===== src/hw/rtl/lzwc_pkg.sv =====
// Shared types and constants for the LZW compressor.
package lzwc_pkg;

    localparam int CODE_WIDTH_DEF = 12;
    localparam int DICT_SIZE_DEF  = 4096;
    localparam int LIMIT_W        = 13;
    localparam int FIRST_CODE     = 256;
    localparam logic [LIMIT_W-1:0] DICT_LIMIT_RST = 13'd4096;

    typedef struct packed {
        logic [7:0] data_byte;
        logic       last_in;
    } in_beat_t;

    typedef struct packed {
        logic [7:0] out_byte;
        logic [3:0] valid_bits;
        logic       last_out;
    } out_beat_t;

    typedef struct packed {
        logic push;
        logic flush;
    } pk_req_t;

endpackage


===== src/hw/rtl/lzwc_packer.sv =====
// Bit packer that turns fixed-width codes into MSB-first output bytes.
module lzwc_packer #(
    parameter int CODE_WIDTH = lzwc_pkg::CODE_WIDTH_DEF
) (
    input  logic                   aclk,
    input  logic                   aresetn,
    input  lzwc_pkg::pk_req_t      req,
    input  logic [CODE_WIDTH-1:0]  code,
    output logic                   push_ready,
    output logic                   m_valid,
    input  logic                   m_ready,
    output lzwc_pkg::out_beat_t    m_data
);

    localparam int BW    = CODE_WIDTH + 7;
    localparam int CNT_W = $clog2(CODE_WIDTH + 8);

    logic [BW-1:0]       buf_reg, buf_next;
    logic [CNT_W-1:0]    cnt_reg, cnt_next;
    logic                fin_reg, fin_next;
    logic                m_valid_reg, m_valid_next;
    lzwc_pkg::out_beat_t m_data_reg, m_data_next;
    logic                slot_free;
    logic [BW-1:0]       shifted;

    assign push_ready = (cnt_reg < CNT_W'(8)) && !fin_reg;
    assign slot_free  = !m_valid_reg || m_ready;
    assign shifted    = buf_reg >> (cnt_reg - CNT_W'(8));
    assign m_valid    = m_valid_reg;
    assign m_data     = m_data_reg;

    always_comb begin
        buf_next     = buf_reg;
        cnt_next     = cnt_reg;
        fin_next     = fin_reg;
        m_valid_next = m_valid_reg && !m_ready;
        m_data_next  = m_data_reg;
        if (req.push) begin
            buf_next = BW'({buf_reg, code});
            cnt_next = cnt_reg + CNT_W'(CODE_WIDTH);
            fin_next = req.flush;
        end else if (slot_free) begin
            if (cnt_reg >= CNT_W'(8)) begin
                m_valid_next           = 1'b1;
                m_data_next.out_byte   = shifted[7:0];
                m_data_next.valid_bits = 4'd8;
                m_data_next.last_out   = fin_reg && (cnt_reg == CNT_W'(8));
                cnt_next               = cnt_reg - CNT_W'(8);
                if (cnt_reg == CNT_W'(8)) begin
                    fin_next = 1'b0;
                end
            end else if (fin_reg && (cnt_reg != '0)) begin
                m_valid_next           = 1'b1;
                m_data_next.out_byte   = buf_reg[7:0] << (CNT_W'(8) - cnt_reg);
                m_data_next.valid_bits = 4'(cnt_reg);
                m_data_next.last_out   = 1'b1;
                cnt_next               = '0;
                fin_next               = 1'b0;
            end else begin
                fin_next = 1'b0;
            end
        end
    end

    always_ff @(posedge aclk) begin
        if (!aresetn) begin
            cnt_reg     <= '0;
            fin_reg     <= 1'b0;
            m_valid_reg <= 1'b0;
        end else begin
            cnt_reg     <= cnt_next;
            fin_reg     <= fin_next;
            m_valid_reg <= m_valid_next;
        end
        buf_reg    <= buf_next;
        m_data_reg <= m_data_next;
    end

    a_push_not_during_flush: assert property (@(posedge aclk) disable iff (!aresetn)
        fin_reg |-> !req.push) else $error("code pushed while a flush is pending");

    a_partial_is_last: assert property (@(posedge aclk) disable iff (!aresetn)
        (m_valid_reg && (m_data_reg.valid_bits != 4'd8)) |-> m_data_reg.last_out)
        else $error("partial byte not marked as last");

endmodule


===== config.mk =====
export PLATFORM = sky130hd
export DESIGN_NAME = lzwc_packer
export DESIGN_NICKNAME = d
export VERILOG_FILES = /design/src/hw/rtl/lzwc_pkg.sv /design/src/hw/rtl/lzwc_packer.sv
export SDC_FILE = /design/constraint.sdc
export NUM_CORES = 1
export LEC_CHECK = 0
export ABC_AREA = 0
export BUFFER_PORTS_ARGS = -buffer_cell sky130_fd_sc_hd__buf_2
export CELL_PAD_IN_SITES_DETAIL_PLACEMENT = 1
export CELL_PAD_IN_SITES_GLOBAL_PLACEMENT = 1
export CORE_ASPECT_RATIO = 0.5
export CORE_MARGIN = 10
export CORE_UTILIZATION = 42
export DETAILED_ROUTE_END_ITERATION = 10
export PLACE_DENSITY = 0.75
export SYNTH_ARGS = -nofsm -noshare
export SYNTH_HDL_FRONTEND = slang
export SYNTH_SLANG_ARGS = --single-unit

===== constraint.sdc =====
create_clock -name aclk -period 3.6 [get_ports aclk]
set_input_delay 0.54 -clock aclk [delete_from_list [all_inputs] [get_ports aclk]]
set_output_delay 0.54 -clock aclk [all_outputs]
set_load 0.02 [all_outputs]

======== After elaboration in Yosys (flattened, before gate mapping) ========
Cells that the tools add are included.
Widths: inputs -> output; s select.
operators by class
  add/subtract/negate cells ............... 3
  order comparisons ....................... 2
  eq/ne operators ......................... 2
  shift operators ......................... 2
  multiplexer cells ....................... 14
  bitwise operators ....................... 1
  reductions and logical operators ........ 15
operator list
  cell                 count
  $mux 13              2
  $mux 5               4
  $shr 19x5->8         1
  $mux 1               8
  $shl 8x5->8          1
  $add 5x4->5 const B  1
  $eq 5x4->1 const B   1
  $ge 5x4->1 const B   1
  $lt 5x4->1 const B   1
  $reduce_bool 5->1    1
  $sub 4x5->5 const A  1
  $sub 5x4->5 const B  1
  $logic_and 1x1->1    4
  $reduce_and 2->1     2
  $reduce_bool 2->1    2
  $logic_not 1->1      3
  $ne 3x2->1 const B   1
  $reduce_and 3->1     1
  $reduce_bool 3->1    1
  $logic_or 1x1->1     1
  $not 1->1            1
word-level totals
  register bits ........................... 39
  input port bits ......................... 17

======== Longest topological paths before layout ========
Gate-level depths: netlist (run 1).
  depth in word-level cells ............... 6
  gate-level depth with buffers ........... 7
  depth with buffers taken out ............ 6

======== Worst setup path before layout (run 1) ========
Ideal clock, no wire load.
  path type ............................... reg-to-reg
  start ................................... register cnt_reg[2]
  end ..................................... register m_data_reg (netlist bit m_data[0]) (enable)
  data arrival time ....................... 1893 ps
  setup slack ............................. 1314 ps
  stages on the path, launching flop included .. 7
  path buffers ............................ 1
  period minus slack after synthesis ...... 2286 ps
  path through ............................ dfxtp_1 -> buf_6 -> inv_1 -> ha_1 -> nor2b_2 -> a211oi_2 -> nor3_1
between the ends
  cells in the longest elaborated chain, start to end .. 4
  elaborated cells on any way between the ends .. 5
ends and longest elaborated chain
  what                                                RTL line           RTL
  from (decl)                                         lzwc_packer.sv:19  logic [CNT_W-1:0] cnt_reg, cnt_next;
  from (signal assigned)                              lzwc_packer.sv:71  cnt_reg <= cnt_next;
  branches (longest 2 deep; another with $ge 5x4->1)  --
  $reduce_bool 2->1 (no line) *                       --
  $reduce_and 3->1 (no line) *                        --
  to (signal assigned)                                lzwc_packer.sv:76  m_data_reg <= m_data_next;
  to (decl)                                           lzwc_packer.sv:22  lzwc_pkg::out_beat_t m_data_reg, m_data_next;
Every way passes the cells marked *.
A chain may end at the register's enable or synchronous reset.

======== Worst setup path after layout (run 1) ========
  start ................................... register cnt_reg[3]
  end ..................................... register m_data_reg (netlist bit m_data[4]) (enable)
The elaborated chain is that of the path after synthesis.

==> impl_metrics.py, run 1 <==
metrics = {
    "layout": {
        "drive_above_1_share": 0.323,
        "fillers": 422,
        "largest_reg_flops": 19,
        "final_nets": 179,
        "final_cells": 212,
        "area_growth_pct": 16.2,
        "antennaDiodeCount": 0,
    },
    "setup_path": {
        "cp.required_ns": 3.59,
        "start_kind": "flop",
        "cp_max_fo": 13,
        "reg2reg_from": "cnt_reg[3]",
        "r2r_setup_slack_ns": 1.0,
        "max_stage_delay_ns": 0.71,
        "reg2reg_depth": 6,
        "endpoint_kind": "flop",
        "path_class": "flop to flop",
        "slowest_stage": "dfxtp_1",
        "cp.arrival_ns": 2.60,
        "reg2reg_to": "m_data[4]",
        "path_cells": "inv_1 > ha_1 > inv_2 > a211oi_2 > nor3_1 > buf_4",
    },
    "clocking": {
        "htreeDepth": 2,
        "cts_resized": 0,
        "cts_root_buf": "clkbuf_8",
        "cts.reportedPaths.clkPinSlew_ns": 0.07,
        "cts_setup_buffers": 0,
        "clock-sinks": 35,
        "clk_latency_ns": 0.28,
        "numCtsBuffers": 5,
        "hold_buffers": 0,
        "cts_tree": "done",
        "clockBufferDepth": 2,
    },
    "yosys": {
        "synthTopCellsByCount": "edfxtp_1, o21ai_1, mux4_2, nand2_1",
        "synth-seq-cells": 35,
        "synth_edf_count": 30,
        "synth.area.top_cells": "edfxtp_1, mux4_2, dfxtp_1",
        "synth_top_area_cell": "edfxtp_1",
        "synth_cell_types": 39,
        "syn_inst": 124,
        "post_synth.cell_area_avg_um2": 13.7,
        "yosys.area.top_type_share": 0.531,
        "yosysMostFrequentCell": "edfxtp_1",
        "synthFlopType": "edfxtp_1",
        "synth_warnings": 0,
        "synth_area_um2": 1700,
        "yosysSeqAreaShare": 0.590,
        "ys_async_sr_fraction": 0,
    },
    "route": {
        "avgViaCountPerCell": 5.26,
        "routed_wl_mm": 3.62,
        "num_vias": 1115,
        "routedWlPerCell_um": 17.1,
        "first_pass_iters": 4,
        "drtIter0Drc": 61,
        "drcViolationCount": 0,
        "postRouteAntennaNets": 0,
    },
    "global_routing": {
        "grt_pass1_wl_mm": 5.89,
        "grt-ovfl-total": 0,
        "track_usage": 0.106,
        "grt_pass1_vias": 1170,
        "grt_antenna_before_repair": 0,
        "grt_max_degree": 34,
    },
    "timing": {
        "finalSetupTns_ns": 0,
        "maxSlewHeadroom": 0.564,
        "final_hold_viol_count": 0,
        "fin_crit_sh": 0.722,
        "slew_viol_final": 0,
        "fmax_mhz": 384,
        "rsz0062_at_grt": "false",
        "fin_hold_ws_ns": 0.427,
        "setup_viol": 0,
        "period_minus_slack_ns": 2.60,
        "tightest_slew_ns": 0.655,
        "finalClockSkew_ns": 0.00454,
    },
    "floorplanning": {
        "initial_core_util": 0.435,
        "die_h_um": 64.9,
        "die_w_um": 110,
        "coreArea_um2": 3900,
        "boundaryPins": 32,
        "die-area_um2": 7140,
        "row_count": 16,
    },
    "min_path": {
        "min_to": "buf_reg[6]",
        "hp-start": "code[6]",
        "hp-class": "input port to flop",
        "hold_path_depth": 1,
    },
    "pwr": {
        "ir_drop_uv": 247,
        "intPower_uw": 793,
        "p_leak_nw": 0.738,
        "power.share.sequential": 0.465,
        "switchingPower_uw": 404,
        "netSwitchingFraction": 0.337,
        "p_clk_frac": 0.228,
        "pwr-share-comb": 0.307,
        "powerDensity_nw_per_um2": 607,
    },
    "placement": {
        "io_buffers": 29,
        "dp.cells": 204,
        "dp_hpwl_mm": 2.74,
        "gp_congestion": 0.813,
    },
    "status": {
        "status": "finished clean",
    },
    "job": {
        "drv_cap": 0,
    },
}
==> critical path: cells and delay by family (launching register included) <==
kind	cells	cell delay (ns)
AO/OA/AOI/OAI	1	0.08
buffers and inverters	3	0.66
adder cells (fa/ha/maj)	1	0.36
AND/OR/NAND/NOR	1	0.50
flip-flops	1	0.71
==> stage by stage <==
step                instance area (um2)  total power [mW]   util  worst slack [ns]
floorplan                          1700             0.823      -              1.31
global placement                   1890             0.920  0.484              1.09
detailed placement                 1890             0.936  0.484              1.00
CTS                                1970              1.21  0.505             0.993
global route                       1970              1.27  0.505             0.757
finish                             1970              1.20  0.505             0.999
==> placed cells by master (no fill, tap or decap), types with 2 or more instances in the layout <==
cell,count
nor3_1,5
edfxtp_1,30
conb_1,2
o21ai_0,2
clkinv_2,3
dfxtp_1,5
nor2b_1,5
nor2_1,4
a31oi_1,3
nand3_1,5
clkbuf_8,5
o21ai_1,7
ha_1,5
buf_4,2
a21oi_1,2
mux2i_1,5
inv_1,4
nand2b_1,3
buf_2,29
mux4_2,6
nand2_1,6
a221o_1,3
==> metal layers <==
layer | track usage | vias to the layer above | share of wire
met1 | 0.126 | 544 | 0.46
met3 | 0.0454 | 5 | 0.060
li1 | - | 541 | -
met4 | 0.0339 | 0 | 0.011
met2 | 0.171 | 25 | 0.46
met5 | 0 | - | 0
==> worst max path at each step <==
stage,startpoint,to,cells after the start
finish,cnt_reg[3],m_data[4],6
global route,cnt_reg[3],m_data[0],6
CTS,cnt_reg[3],m_data[3],6
detailed placement,cnt_reg[3],m_data[3],6
global placement,cnt_reg[3],m_data[0],6
floorplan,cnt_reg[2],m_data[0],6
==> power by group through the flow <==
stage	Sequential, mW	Combinational (mW)	Clock (mW)
floorplan	0.591	0.232	0
global placement	0.561	0.359	0
detailed placement	0.566	0.370	0
CTS	0.557	0.372	0.277
global route	0.565	0.406	0.299
finish	0.556	0.368	0.273
==> area by class of cell <==
type | instances | area (um2) | share of cell area
multi-input cells | 79 | 641 | 0.325
inverters | 5 | 18.8 | 0.00952
well taps | 54 | 67.6 | 0.0343
clock buffers | 5 | 68.8 | 0.0349
repair buffers | 31 | 160 | 0.0812
clock inverters | 3 | 15.0 | 0.00761
flip-flops and latches | 35 | 1000 | 0.508
==> kinds of logic (layout without fill, tap and decap cells) <==
group / Yosys count / after routing / synth area share
fa+ha+maj: 5 / 5 / 0.0369
other cells: 1 / 2 / 0.00221
mux: 12 / 12 / 0.116
flops: 35 / 35 / 0.590
compound gates: 26 / 26 / 0.114
buf+inv: 11 / 44 / 0.0347
simple gates: 34 / 34 / 0.106
Note: power is estimated with default switching activity, not from simulation.
==> inputs of run 2 (changes only) <==
--- a/config.mk
+++ b/config.mk
@@ -5,15 +5,15 @@
 export SDC_FILE = /design/constraint.sdc
 export NUM_CORES = 1
 export LEC_CHECK = 0
-export ABC_AREA = 0
+export ABC_AREA = 1
 export BUFFER_PORTS_ARGS = -buffer_cell sky130_fd_sc_hd__buf_2
 export CELL_PAD_IN_SITES_DETAIL_PLACEMENT = 1
 export CELL_PAD_IN_SITES_GLOBAL_PLACEMENT = 1
 export CORE_ASPECT_RATIO = 0.5
 export CORE_MARGIN = 10
-export CORE_UTILIZATION = 42
+export CORE_UTILIZATION = 41
 export DETAILED_ROUTE_END_ITERATION = 10
-export PLACE_DENSITY = 0.75
+export PLACE_DENSITY = 0.77
 export SYNTH_ARGS = -nofsm -noshare
 export SYNTH_HDL_FRONTEND = slang
 export SYNTH_SLANG_ARGS = --single-unit
==> constraint.sdc (replaced) <==
create_clock -name aclk -period 2.65 [get_ports aclk]
set_input_delay 0.3975 -clock aclk [delete_from_list [all_inputs] [get_ports aclk]]
set_output_delay 0.3975 -clock aclk [all_outputs]
set_load 0.02 [all_outputs]
==> impl_metrics.py, run 2 <==
metrics = {
    "timing": {
        "final_hold_viol_count": 0,
        "finalClockSkew_ns": 0.00512,
        "fin_crit_sh": 0.780,
        "slew_viol_final": 0,
        "period_minus_slack_ns": 2.07,
        "fmax_mhz": 484,
        "rsz0062_at_grt": "false",
        "maxSlewHeadroom": 0.659,
        "tightest_slew_ns": 0.511,
        "setup_viol": 0,
        "finalSetupTns_ns": 0,
    },
    "yosys": {
        "synthFlopType": "edfxtp_1",
        "synth_top_area_cell": "edfxtp_1",
        "syn_inst": 180,
        "synth.area.top_cells": "edfxtp_1, nand2_1, nand3_1",
        "synth_warnings": 0,
        "synth_edf_count": 30,
        "yosysSeqAreaShare": 0.583,
        "yosys.area.top_type_share": 0.525,
        "post_synth.cell_area_avg_um2": 9.54,
        "synth_area_um2": 1720,
        "yosysMostFrequentCell": "nand2_1",
        "synth_cell_types": 23,
        "ys_async_sr_fraction": 0,
        "synth-seq-cells": 35,
        "synthTopCellsByCount": "nand2_1, edfxtp_1, nand3_1, inv_1, o21ai_0",
    },
    "clocking": {
        "clockBufferDepth": 2,
        "cts_tree": "done",
        "cts_resized": 0,
        "numCtsBuffers": 5,
        "clk_latency_ns": 0.29,
        "hold_buffers": 0,
        "clock-sinks": 35,
        "htreeDepth": 2,
        "cts_root_buf": "clkbuf_8",
        "cts_setup_buffers": 0,
        "cts.reportedPaths.clkPinSlew_ns": 0.07,
    },
    "pwr": {
        "pwr-share-comb": 0.334,
        "p_clk_frac": 0.217,
        "p_leak_nw": 0.861,
        "netSwitchingFraction": 0.362,
        "intPower_mw": 1.06,
        "fin_total_pwr_mw": 1.66,
        "switchingPower_uw": 601,
        "ir_drop_uv": 309,
        "powerDensity_nw_per_um2": 832,
        "power.share.sequential": 0.449,
    },
    "status": {
        "status": "finished clean",
    },
    "layout": {
        "drive_above_1_share": 0.210,
        "antennaDiodeCount": 0,
        "layout_commonest_cell": "nand2_1",
        "fillers": 484,
        "area_growth_pct": 16.3,
        "final_cells": 268,
        "postLayoutCoreUtil": 0.503,
        "largest_reg_flops": 19,
        "final_nets": 235,
        "mostFrequentLayoutCells": "nand2_1, edfxtp_1, buf_2",
    },
    "placement": {
        "gp_congestion": 0.796,
        "dp_hpwl_mm": 3.12,
        "dp.cells": 260,
        "io_buffers": 29,
    },
    "min_path": {
        "hp-class": "input port to flop",
    },
    "global_routing": {
        "grt-ovfl-total": 0,
        "grt_pass1_wl_mm": 6.98,
        "grt_antenna_before_repair": 0,
        "track_usage": 0.117,
        "grt_max_degree": 25,
        "grt_pass1_vias": 1449,
    },
    "route": {
        "drtIter0Drc": 125,
        "drcViolationCount": 0,
        "postRouteAntennaNets": 0,
        "routed_wl_mm": 4.15,
        "first_pass_iters": 4,
        "num_vias": 1339,
        "routedWlPerCell_um": 15.5,
        "avgViaCountPerCell": 5.00,
    },
    "setup_path": {
        "path_class": "flop to output pin",
        "endpoint_kind": "output pin",
        "cp_max_fo": 13,
        "cp.arrival_ns": 1.67,
        "start_kind": "flop",
        "cp.required_ns": 2.25,
    },
    "floorplanning": {
        "die_w_um": 112,
        "coreArea_um2": 3960,
        "die-area_um2": 7330,
        "row_count": 16,
        "initial_core_util": 0.433,
        "die_h_um": 65.8,
        "boundaryPins": 32,
    },
    "job": {
        "drv_cap": 0,
    },
}
==> run 2: path summary, 6_finish.rpt <==
check                           cells past startpoint  slack (ns)        from          end
worst max-delay path                                5        0.58  cnt_reg[3]   push_ready
worst min-delay path                                1        0.28     code[0]   buf_reg[0]
worst min register to register                      0        0.49  buf_reg[3]  buf_reg[15]
worst max register to register                      6        0.70  cnt_reg[3]   m_data[10]
==> run 2: layer usage <==
| layer | up-vias | share of wire | global-route usage |
|---|---|---|---|
| met5 | - | 0 | 0 |
| met4 | 0 | 0.011 | 0.0478 |
| met3 | 4 | 0.056 | 0.0389 |
| met2 | 35 | 0.42 | 0.174 |
| met1 | 624 | 0.51 | 0.154 |
| li1 | 676 | - | - |
==> run 2: worst max-delay path, stage by stage (launching register included) <==
cell     delay, ns
dfxtp_1       0.32
inv_1         0.38
ha_1          0.31
inv_1         0.11
nor2_1        0.10
buf_2         0.17
==> run 2: stage by stage <==
stage               setup WS (ns)  area, um2  hold WS, ns
floorplan                   0.693       1720        0.444
global placement            0.890       1920        0.470
detailed placement          0.728       1920        0.476
CTS                         0.598       2000        0.279
global route                0.447       2000        0.271
finish                      0.583       2000        0.282
==> run 2: final cells by class <==
| type | count | area, um2 | share of cell area |
|---|---|---|---|
| clock inverters | 2 | 7.51 | 0.00376 |
| repair buffers | 33 | 175 | 0.0878 |
| multi-input cells | 123 | 616 | 0.308 |
| clock buffers | 6 | 72.6 | 0.0364 |
| well taps | 54 | 67.6 | 0.0339 |
| inverters | 15 | 56.3 | 0.0282 |
| flip-flops and latches | 35 | 1000 | 0.502 |
==> run 2: logic make-up after synthesis <==
family / synth area share
buffers and inverters: 0.0605
adders and majority gates: 0.0364
other: 0.00218
DFF: 0.583
and+or+nand+nor: 0.227
AOI/OAI and AO/OA: 0.0911
==> run 2: power groups by stage <==
stage	logic [mW]	registers, mW	clock network [mW]
6_report	0.554	0.745	0.360
5_1_grt	0.626	0.755	0.392
4_1_cts	0.561	0.747	0.367
3_5_place_dp	0.558	0.758	0
3_3_place_gp	0.539	0.754	0
2_1_floorplan	0.322	0.813	0
==> inputs of run 3 (changes only) <==
--- a/config.mk
+++ b/config.mk
@@ -11,9 +11,9 @@
 export CELL_PAD_IN_SITES_GLOBAL_PLACEMENT = 1
 export CORE_ASPECT_RATIO = 0.5
 export CORE_MARGIN = 10
-export CORE_UTILIZATION = 41
+export CORE_UTILIZATION = 37
 export DETAILED_ROUTE_END_ITERATION = 10
-export PLACE_DENSITY = 0.77
+export PLACE_DENSITY = 0.74
 export SYNTH_ARGS = -nofsm -noshare
 export SYNTH_HDL_FRONTEND = slang
 export SYNTH_SLANG_ARGS = --single-unit
==> constraint.sdc (replaced) <==
create_clock -name aclk -period 1.89 [get_ports aclk]
set_input_delay 0.2835 -clock aclk [delete_from_list [all_inputs] [get_ports aclk]]
set_output_delay 0.2835 -clock aclk [all_outputs]
set_load 0.02 [all_outputs]
==> impl_metrics.py, run 3 (synthesis results as in run 2) <==
metrics = {
    "setup_path": {
        "start_kind": "flop",
        "path_cells": "inv_1 > ha_1 > inv_1 > nor2_1 > buf_2",
        "max_stage_delay_ns": 0.33,
        "crit_top_cell": "inv_1",
        "cp.required_ns": 1.61,
        "path_class": "flop to output pin",
        "slowest_stage": "dfxtp_1",
        "path_delay_family": "buffers and inverters",
        "worst-path-buf-inv": 3,
        "cp_max_fo": 7,
        "endpoint_kind": "output pin",
        "cp.arrival_ns": 1.40,
    },
    "route": {
        "drcViolationCount": 0,
        "drtIter0Drc": 70,
        "routed_wl_mm": 4.32,
        "avgViaCountPerCell": 4.98,
        "first_pass_iters": 6,
        "postRouteAntennaNets": 0,
        "num_vias": 1375,
        "routedWlPerCell_um": 15.7,
    },
    "timing": {
        "period_minus_slack_ns": 1.68,
        "setup_viol": 0,
        "finalClockSkew_ns": 0.00757,
        "slew_viol_final": 0,
        "fin_crit_sh": 0.891,
        "finalSetupTns_ns": 0,
        "rsz0062_at_grt": "false",
        "fmax_mhz": 594,
        "final_hold_viol_count": 0,
    },
    "floorplanning": {
        "initial_core_util": 0.386,
        "die_h_um": 68.2,
        "coreArea_um2": 4450,
        "die_w_um": 116,
        "die-area_um2": 7930,
        "row_count": 17,
        "boundaryPins": 32,
    },
    "min_path": {
        "hp-class": "input port to flop",
    },
    "layout": {
        "final_area_um2": 2040,
        "mostFrequentLayoutCells": "nand2_1, edfxtp_1, buf_2",
        "multiInputGateArea_um2": 621,
        "largest_reg_flops": 19,
        "area_growth_pct": 19.0,
        "final_nets": 240,
        "fillers": 541,
        "layout_commonest_cell": "nand2_1",
        "drive_above_1_share": 0.242,
        "antennaDiodeCount": 0,
        "regArea_um2": 1000,
    },
    "clocking": {
        "clk_latency_ns": 0.29,
        "numCtsBuffers": 5,
        "hold_buffers": 0,
        "cts_tree": "done",
        "htreeDepth": 2,
        "clockBufferDepth": 2,
        "cts_root_buf": "clkbuf_8",
        "cts.reportedPaths.clkPinSlew_ns": 0.07,
        "clock-sinks": 35,
    },
    "global_routing": {
        "grt_pass1_vias": 1417,
        "grt_antenna_before_repair": 0,
        "grt_max_degree": 23,
        "grt_pass1_wl_mm": 7.11,
        "grt-ovfl-total": 0,
        "track_usage": 0.118,
    },
    "job": {
        "drv_cap": 0,
    },
    "placement": {
        "dp_hpwl_mm": 3.30,
        "gp_congestion": 0.855,
        "placed_cell_area_um2": 1960,
        "io_buffers": 29,
    },
    "pwr": {
        "powerDensity_nw_per_um2": 1160,
        "ir_drop_uv": 395,
        "p_leak_nw": 0.887,
    },
    "status": {
        "status": "finished clean",
    },
}
[run 3: changes by cell type in the layout (fill, tap and decap cells not counted)]
cell,delta
clkbuf_1,+1
clkinv_2,+1
nor2_1,-2
nor2_2,+2
buf_4,+5
clkinv_1,-2
[run 3: what timing repair did]
| action | CTS | global route |
|---|---|---|
| hold endpoints to repair | 0 | 0 |
| setup endpoints to repair | 0 | 4 |
| buffers inserted | 0 | 0 |
| gates resized for setup | 0 | 1 |
[run 3: per-stage QoR]
stage | cells | utilization | worst slack [ns] | total power [mW] | hold slack [ns]
after CTS | 276 | 0.459 | 0.108 | 2.41 | 0.160
final | 276 | 0.460 | 0.206 | 2.38 | 0.170
after floorplan | 181 | - | 0.103 | 1.59 | 0.382
after global routing | 276 | 0.460 | 0.0318 | 2.57 | 0.152
after global placement | 268 | 0.441 | 0.269 | 1.85 | 0.460
after detailed placement | 268 | 0.441 | 0.143 | 1.87 | 0.462
[run 3: final cells by class]
cell class	count	share of cell area
flip-flops and latches	35	0.490
clock inverters	1	0.00245
multi-input cells	123	0.304
well taps	57	0.0349
repair buffers	38	0.104
inverters	15	0.0276
clock buffers	7	0.0374
[run 3: report_power, final]
group,total (mW),leakage (nW),internal [mW],switching [mW]
registers,1.04,0.333,0.993,0.0514
clock network,0.525,0.0422,0.259,0.266
logic,0.810,0.511,0.266,0.544
total,2.38,0.887,1.52,0.861
[run 3: layer usage]
metal | wire length (um) | share of wire | GRT usage
met2 | 1860 | 0.43 | 0.179
met4 | 55 | 0.013 | 0.0480
met1 | 2170 | 0.50 | 0.152
met5 | 0 | 0 | 0
met3 | 236 | 0.055 | 0.0401
[run 3: worst paths after layout]
path	startpoint	endpoint	slack (ns)	depth (start not counted)
worst max register to register	cnt_reg[3]	m_data[7]	0.21	7
worst min-delay path	code[5]	buf_reg[5]	0.17	1
worst max-delay path	cnt_reg[3]	push_ready	0.21	5
worst min register to register	buf_reg[3]	buf_reg[15]	0.48	0
[run 3: worst reg2reg max path: cells and delay by family, from the launching register on]
kind / cells / cell delay, ns
flops: 1 / 0.33
compound gates: 1 / 0.30
fa+ha+maj: 1 / 0.21
buf+inv: 2 / 0.34
simple gates: 3 / 0.27
